[config.mk]
export PLATFORM = sky130hd
export DESIGN_NAME = mbs_ctrl
export DESIGN_NICKNAME = d
export VERILOG_FILES = /design/src/mbs_pkg.sv /design/src/mbs_ctrl.sv
export SDC_FILE = /design/constraint.sdc
export NUM_CORES = 1
export LEC_CHECK = 0
export ABC_AREA = 1
export BUFFER_PORTS_ARGS = -buffer_cell sky130_fd_sc_hd__buf_4
export CELL_PAD_IN_SITES_DETAIL_PLACEMENT = 1
export CELL_PAD_IN_SITES_GLOBAL_PLACEMENT = 2
export CORE_AREA = 2 2 59 61
export CTS_BUF_LIST = sky130_fd_sc_hd__clkbuf_8 sky130_fd_sc_hd__clkbuf_16
export DETAILED_ROUTE_END_ITERATION = 8
export DIE_AREA = 0 0 61 63
export MAX_ROUTING_LAYER = met4
export PLACE_DENSITY = 0.85
export SETUP_SLACK_MARGIN = 0.4
export SLEW_MARGIN = 5
export SYNTH_ARGS = -nofsm -noshare
export SYNTH_HDL_FRONTEND = slang
export SYNTH_SLANG_ARGS = --single-unit
[constraint.sdc]
create_clock -name clk -period 2.8 [get_ports clk]
set_input_delay 0.42 -clock clk [delete_from_list [all_inputs] [get_ports clk]]
set_output_delay 0.42 -clock clk [all_outputs]
set_load 0.02 [all_outputs]
[src/mbs_pkg.sv]
// ----------------------------------------------------------------------------
// mbs_pkg
// Shared types and constants for the maze backtracker step block.
// ----------------------------------------------------------------------------
package mbs_pkg;

  // fixed field widths
  localparam int CELL_W   = 5;
  localparam int LIMIT_W  = 14;
  localparam int CFG_W    = 13;
  localparam int CFG_IDX_W = 2;
  localparam int X_FLD_W  = 4;
  localparam int Y_FLD_W  = 8;

  // cell word: bit4 visited, bits 3..0 walls
  localparam int          VIS_BIT         = 4;
  localparam logic [3:0]  ALL_WALLS       = 4'hF;
  localparam logic [LIMIT_W-1:0] LIMIT_MAX = 14'd16383;
  localparam logic [CFG_W-1:0] FIRST_LIMIT_RST = 13'd40;
  localparam logic [CFG_W-1:0] LIMIT_STEP_RST  = 13'd60;

  // configuration register indexes
  localparam logic [CFG_IDX_W-1:0] CFG_FIRST_LIMIT = 2'd0;
  localparam logic [CFG_IDX_W-1:0] CFG_LIMIT_STEP  = 2'd1;

  // carve directions
  localparam logic [1:0] DIR_UP    = 2'd0;
  localparam logic [1:0] DIR_RIGHT = 2'd1;
  localparam logic [1:0] DIR_DOWN  = 2'd2;
  localparam logic [1:0] DIR_LEFT  = 2'd3;

  typedef enum logic [1:0] {
    ACT_START = 2'd0,
    ACT_STEP  = 2'd1,
    ACT_READ  = 2'd2,
    ACT_NOP   = 2'd3
  } act_t;

  typedef enum logic [2:0] {
    EV_CARVED   = 3'd0,
    EV_BACK     = 3'd1,
    EV_STRIP    = 3'd2,
    EV_FINISHED = 3'd3,
    EV_IDLE     = 3'd4,
    EV_READ     = 3'd5
  } ev_t;

  typedef enum logic [3:0] {
    OP_NONE,
    OP_CLR,
    OP_CAPTURE,
    OP_RD_CUR,
    OP_LATCH_CUR,
    OP_RD_NB,
    OP_NEXT_ATT,
    OP_RD_REQ,
    OP_RD_ORIGIN,
    OP_RD_STRIP,
    OP_RD_STACK,
    OP_WR_CUR,
    OP_WR_NB,
    OP_WR_VIS_ORIGIN,
    OP_WR_VIS_STRIP,
    OP_FINISH
  } op_t;

  // controller to datapath
  typedef struct packed {
    op_t  op;
    logic pop_load;
    logic result;
    ev_t  ev;
  } cmd_t;

  // datapath to controller
  typedef struct packed {
    logic clr_last;
    act_t action;
    logic started;
    logic done;
    logic att_end;
    logic nb_ok;
    logic nb_visited;
    logic stack_empty;
    logic strip_over;
  } sts_t;

endpackage

[src/mbs_ctrl.sv]
// ----------------------------------------------------------------------------
// mbs_ctrl
// Controller: sequences memory accesses for each action and owns handshakes.
// ----------------------------------------------------------------------------
module mbs_ctrl import mbs_pkg::*; (
  input  logic clk,
  input  logic rst_n,
  input  logic in_valid,
  output logic in_ready,
  output logic out_valid,
  input  logic out_ready,
  input  sts_t sts,
  output cmd_t cmd
);

  typedef enum logic [3:0] {
    S_CLEAR,
    S_IDLE,
    S_DISPATCH,
    S_START_W,
    S_CUR_W,
    S_ATT,
    S_NB_W,
    S_CARVE,
    S_STRIP_W,
    S_POP_W,
    S_EMIT
  } state_t;

  state_t state_r, state_nxt;
  ev_t    ev_r, ev_nxt;
  logic   out_valid_r, out_valid_nxt;
  logic   slot_free;

  assign slot_free = !out_valid_r || out_ready;

  // next state and commands
  always_comb begin
    state_nxt    = state_r;
    ev_nxt       = ev_r;
    cmd.op       = OP_NONE;
    cmd.pop_load = 1'b0;
    cmd.result   = 1'b0;
    cmd.ev       = ev_r;
    case (state_r)
      S_CLEAR: begin
        cmd.op = OP_CLR;
        if (sts.clr_last) begin
          state_nxt = S_IDLE;
        end
      end
      S_IDLE: begin
        if (in_valid) begin
          cmd.op    = OP_CAPTURE;
          state_nxt = S_DISPATCH;
        end
      end
      S_DISPATCH: begin
        if (sts.action == ACT_START) begin
          cmd.op    = OP_RD_ORIGIN;
          state_nxt = S_START_W;
        end else if (sts.action == ACT_READ) begin
          cmd.op    = OP_RD_REQ;
          ev_nxt    = EV_READ;
          state_nxt = S_EMIT;
        end else if (sts.action == ACT_NOP || !sts.started || sts.done) begin
          ev_nxt    = EV_IDLE;
          state_nxt = S_EMIT;
        end else begin
          cmd.op    = OP_RD_CUR;
          state_nxt = S_CUR_W;
        end
      end
      S_START_W: begin
        cmd.op    = OP_WR_VIS_ORIGIN;
        ev_nxt    = EV_IDLE;
        state_nxt = S_EMIT;
      end
      S_CUR_W: begin
        cmd.op    = OP_LATCH_CUR;
        state_nxt = S_ATT;
      end
      S_ATT: begin
        if (sts.att_end) begin
          if (!sts.stack_empty) begin
            cmd.op    = OP_RD_STACK;
            state_nxt = S_POP_W;
          end else if (sts.strip_over) begin
            cmd.op    = OP_FINISH;
            ev_nxt    = EV_FINISHED;
            state_nxt = S_EMIT;
          end else begin
            cmd.op    = OP_RD_STRIP;
            state_nxt = S_STRIP_W;
          end
        end else if (sts.nb_ok) begin
          cmd.op    = OP_RD_NB;
          state_nxt = S_NB_W;
        end else begin
          cmd.op = OP_NEXT_ATT;
        end
      end
      S_NB_W: begin
        if (sts.nb_visited) begin
          cmd.op    = OP_NEXT_ATT;
          state_nxt = S_ATT;
        end else begin
          cmd.op    = OP_WR_CUR;
          state_nxt = S_CARVE;
        end
      end
      S_CARVE: begin
        cmd.op    = OP_WR_NB;
        ev_nxt    = EV_CARVED;
        state_nxt = S_EMIT;
      end
      S_STRIP_W: begin
        cmd.op    = OP_WR_VIS_STRIP;
        ev_nxt    = EV_STRIP;
        state_nxt = S_EMIT;
      end
      S_POP_W: begin
        cmd.pop_load = 1'b1;
        ev_nxt       = EV_BACK;
        state_nxt    = S_EMIT;
      end
      S_EMIT: begin
        if (slot_free) begin
          cmd.result = 1'b1;
          state_nxt  = S_IDLE;
        end
      end
      default: state_nxt = S_IDLE;
    endcase
  end

  // output beat valid
  always_comb begin
    out_valid_nxt = out_valid_r;
    if (cmd.result) begin
      out_valid_nxt = 1'b1;
    end else if (out_ready) begin
      out_valid_nxt = 1'b0;
    end
  end

  // state and registered outputs
  always_ff @(posedge clk) begin
    if (!rst_n) begin
      state_r     <= S_CLEAR;
      ev_r        <= EV_IDLE;
      out_valid_r <= 1'b0;
    end else begin
      state_r     <= state_nxt;
      ev_r        <= ev_nxt;
      out_valid_r <= out_valid_nxt;
    end
  end

  assign in_ready  = (state_r == S_IDLE);
  assign out_valid = out_valid_r;

endmodule

==> Implementation_results.wiki <==
{| class="wikitable"
! Metric !! Value
|-
| GR Overflow Total || 0
|-
| TritonCTS clock tree || done
|-
| Hold worst-path end || state_r[3]
|-
| Depth of the CTS H-tree || 1
|-
| Net count reported at finish || 182
|-
| Antenna violations before repair || 0
|-
| Yosys synthesis warning count || 0
|-
| Largest net degree at the start of global routing || 10
|-
| RSZ-0062 raised after global routing || no
|-
| Post-cts sizing count || 0
|-
| Fmax || 505.5 MHz
|-
| Leakage power || 0.5457 nW
|-
| Slew at the pin with the worst max-slew slack || 0.3091 ns
|-
| Path class of the lowest-slack min-delay path || in2reg
|-
| Layout cell share with drive strength beyond 1 || 28.31%
|-
| Synth Register Bits || 8
|-
| Number of antenna repair diodes || 0
|-
| CTS sink cnt || 8
|-
| Finish-stage setup viols || 0
|-
| Max Cap Violations || 0
|-
| TritonCTS Buffers || 3
|-
| Switch Pwr || 0.4832 mW
|-
| Count of nets left with antenna violations after detail routing || 0
|-
| Minimum clock period after layout || 1.978 ns
|-
| # DRC || 0
|-
| Post-CTS Hold Buffers || 0
|-
| Area added between synthesis and finish || 35.57%
|-
| Critical path's top delay family || simple AND/OR/NAND/NOR gates
|-
| Required time at the worst-slack endpoint || 2.38 ns
|-
| Post-synthesis cell count || 140
|-
| Share of total power consumed by net switching || 50.25%
|-
| Sequential power share || 20.5%
|-
| Final WL || 2.579 mm
|-
| Final TNS setup || 0 ns
|-
| Critical-path top delay cell || sky130_fd_sc_hd__dfxtp_1
|-
| Iteration-0 DRC count of the detailed router || 7
|-
| Endpoint arrival time on the critical path || 1.56 ns
|-
| Detailed-routing iteration count for the pre-antenna-repair pass || 4
|-
| Worst hold slack || 0.4143 ns
|-
| Final clock skew || 0.0008470 ns
|-
| Startpoint kind of the worst setup timing path || flop
|-
| Initial core utilization || 23.62%
|-
| Endpoint type of the worst setup path || output port
|-
| Number of enable-type register cells in the synthesized netlist || 0
|-
| Chain of cells forming the critical path || nor2_1, nand3_1, nand3_1, nor2_1, nand2_1, buf_4
|-
| Final Cycle Share || 70.65%
|-
| Mapped Area || 763.2 sq um
|-
| Post CTS Setup Buffer Count || 0
|-
| Clock transition at the register clock pins on the worst setup and hold paths after CTS || 0.04 ns
|-
| First-pass GRT wire length || 4.464 mm
|-
| Post-synthesis sequential area ratio || 20.98%
|-
| Path depth of the worst reg2reg path || 8
|-
| GP Congestion || 0.9194
|-
| Number of rows in the core area || 21
|-
| Die Width || 61 um
|-
| Number of buffers between clock root and the deepest sink || 2
|-
| R2r startpoint || state_r[2]
|-
| Share of power burned in the clock network || 14.8%
|-
| Syn_area_per_cell || 5.452 sq um
|-
| Reg-to-reg critical path endpoint || ev_r[0]
|-
| Detail-routed via count per cell || 4.547
|-
| Critical path fanouts, max || 6
|-
| Min-Delay Path Depth || 3
|-
| Power density normalized to cell area || 929.4 nW/um^2
|-
| Placeable Area || 3232 sq um
|-
| Worst ir drop on vdd || 0.0002271 V
|-
| DIE AREA || 3843 sq um
|-
| Final max-slew violation count || 0
|-
| Global-route total usage across every layer || 15.62%
|-
| Drt wl/cell || 12.17 um
|-
| Stage delay of the slowest cell on the critical path || 0.45 ns
|-
| Port Buffers || 24
|-
| Total buffers and inverters traversed by the critical path || 1
|-
| Estimated wirelength of the detail-placed design || 2.206 mm
|-
| Number of global-route vias before repair || 992
|-
| Root Buffer || sky130_fd_sc_hd__clkbuf_8
|-
| Number of vias in the routed layout || 964
|-
| Combinational power share || 64.7%
|-
| Worst Setup Path Type || reg2out
|-
| Internal power component || 0.4785 mW
|-
| Top-level I/O count || 25
|-
| Async set-or-reset flop fraction in the synthesized netlist || 0%
|-
| Clock latency reported for the late side of the worst-skew pair || 0.23 ns
|-
| Die extent in y || 63 um
|-
| Internal reg-to-reg setup slack || 1.30 ns
|-
| Hold Fails Final Rpt || 0
|-
| Most instantiated flip-flop cell in the synthesis netlist || sky130_fd_sc_hd__dfxtp_1
|-
| Syn nets || 154
|-
| Number of unique standard cell types used by synthesis || 20
|-
| Result of the run || finished clean
|-
| Normalized max-slew margin || 79.37%
|-
| Worst Min Path Start || rst_n
|}
## power by group through the flow
| stage | logic, mW | registers [mW] | clock network (mW) |
|---|---|---|---|
| finish | 0.622 | 0.198 | 0.142 |
| global route | 0.706 | 0.204 | 0.156 |
| CTS | 0.630 | 0.197 | 0.145 |
| detailed placement | 0.623 | 0.199 | 0 |
| global placement | 0.614 | 0.195 | 0 |
| floorplan | 0.394 | 0.217 | 0 |
## synth_stat cells, types with 2 or more instances
master / instances / area [sq um]
sky130_fd_sc_hd__inv_1: 17 / 63.81
sky130_fd_sc_hd__nor2_1: 21 / 78.83
sky130_fd_sc_hd__nand2_2: 6 / 37.54
sky130_fd_sc_hd__nor2_4: 2 / 22.52
sky130_fd_sc_hd__nor3_1: 2 / 10.01
sky130_fd_sc_hd__inv_2: 4 / 15.01
sky130_fd_sc_hd__nand2_1: 40 / 150.1
sky130_fd_sc_hd__o21ai_0: 5 / 25.02
sky130_fd_sc_hd__nor2_2: 7 / 43.79
sky130_fd_sc_hd__o21ai_1: 2 / 10.01
sky130_fd_sc_hd__a21oi_1: 7 / 35.03
sky130_fd_sc_hd__nand3_1: 9 / 45.04
sky130_fd_sc_hd__nand4_1: 4 / 25.02
sky130_fd_sc_hd__dfxtp_1: 8 / 160.2
## per-stage QoR
stage	worst slack [ns]	cells	cell area [sq um]	power, mW	utilization [%]
4_1_cts	0.8067	212	1035	0.9720	32.02
5_1_grt	0.7013	212	1035	1.066	32.02
3_5_place_dp	1.069	209	993.5	0.8222	30.74
3_3_place_gp	1.121	209	993.5	0.8098	30.74
6_report	0.8218	212	1035	0.9617	32.02
2_1_floorplan	1.091	140	763.2	0.6115	-
## worst min-delay path, stage by stage
cell and delay (ns):
sky130_fd_sc_hd__buf_4 0.11, sky130_fd_sc_hd__nand2_1 0.05, sky130_fd_sc_hd__inv_1 0.04
## cell families after synthesis
kind of cell           Yosys count  share of synthesized area [%]
and+or+nand+nor                 91                          54.10
buffers and inverters           23                          11.97
AOI/OAI and AO/OA               18                          12.95
DFF                              8                          20.98
## metal layers
metal	wire [um]	up-vias	GRT usage, %	part of all wire, %
li1	-	492	-	-
met1	1166	445	19.13	45
met2	1290	20	24.33	50
met3	69	7	3.313	2.7
met4	53	0	6.522	2.1
met5	0	-	-	0
## state kept, by name, summed over array words and instances (netlist names)
signal,cells
state_r,4
out_valid,1
ev_r,3
## worst max path at each step
stage	startpoint	cells after the start	slack, ns	to
final	state_r[2]	6	0.82	cmd[8]
after floorplan	state_r[0]	4	1.09	cmd[6]
after global routing	state_r[1]	7	0.70	cmd[6]
after CTS	state_r[0]	7	0.81	cmd[7]
after global placement	state_r[0]	7	1.12	cmd[7]
after detailed placement	state_r[0]	7	1.07	cmd[7]
## layout make-up
type,count,area (sq um)
clock buffers,3,41.29
fillers,446,2197
inverters,22,83.83
multi-input cells,109,511.7
flip-flops and latches,8,160.2
well taps,46,57.56
repair buffers,24,180.2
## layout by cell type (no fill, tap or decap), types with 2 or more instances in the layout
cell / n
sky130_fd_sc_hd__nand3_1: 9
sky130_fd_sc_hd__a21oi_1: 7
sky130_fd_sc_hd__inv_2: 4
sky130_fd_sc_hd__dfxtp_1: 8
sky130_fd_sc_hd__nand2_1: 40
sky130_fd_sc_hd__nor3_1: 2
sky130_fd_sc_hd__nand4_1: 4
sky130_fd_sc_hd__nor2_4: 2
sky130_fd_sc_hd__nand2_2: 6
sky130_fd_sc_hd__o21ai_1: 2
sky130_fd_sc_hd__o21ai_0: 5
sky130_fd_sc_hd__nor2_2: 7
sky130_fd_sc_hd__inv_1: 17
sky130_fd_sc_hd__nor2_1: 21
sky130_fd_sc_hd__buf_4: 24
sky130_fd_sc_hd__clkbuf_8: 3
Note: power is estimated with default switching activity, not from simulation.
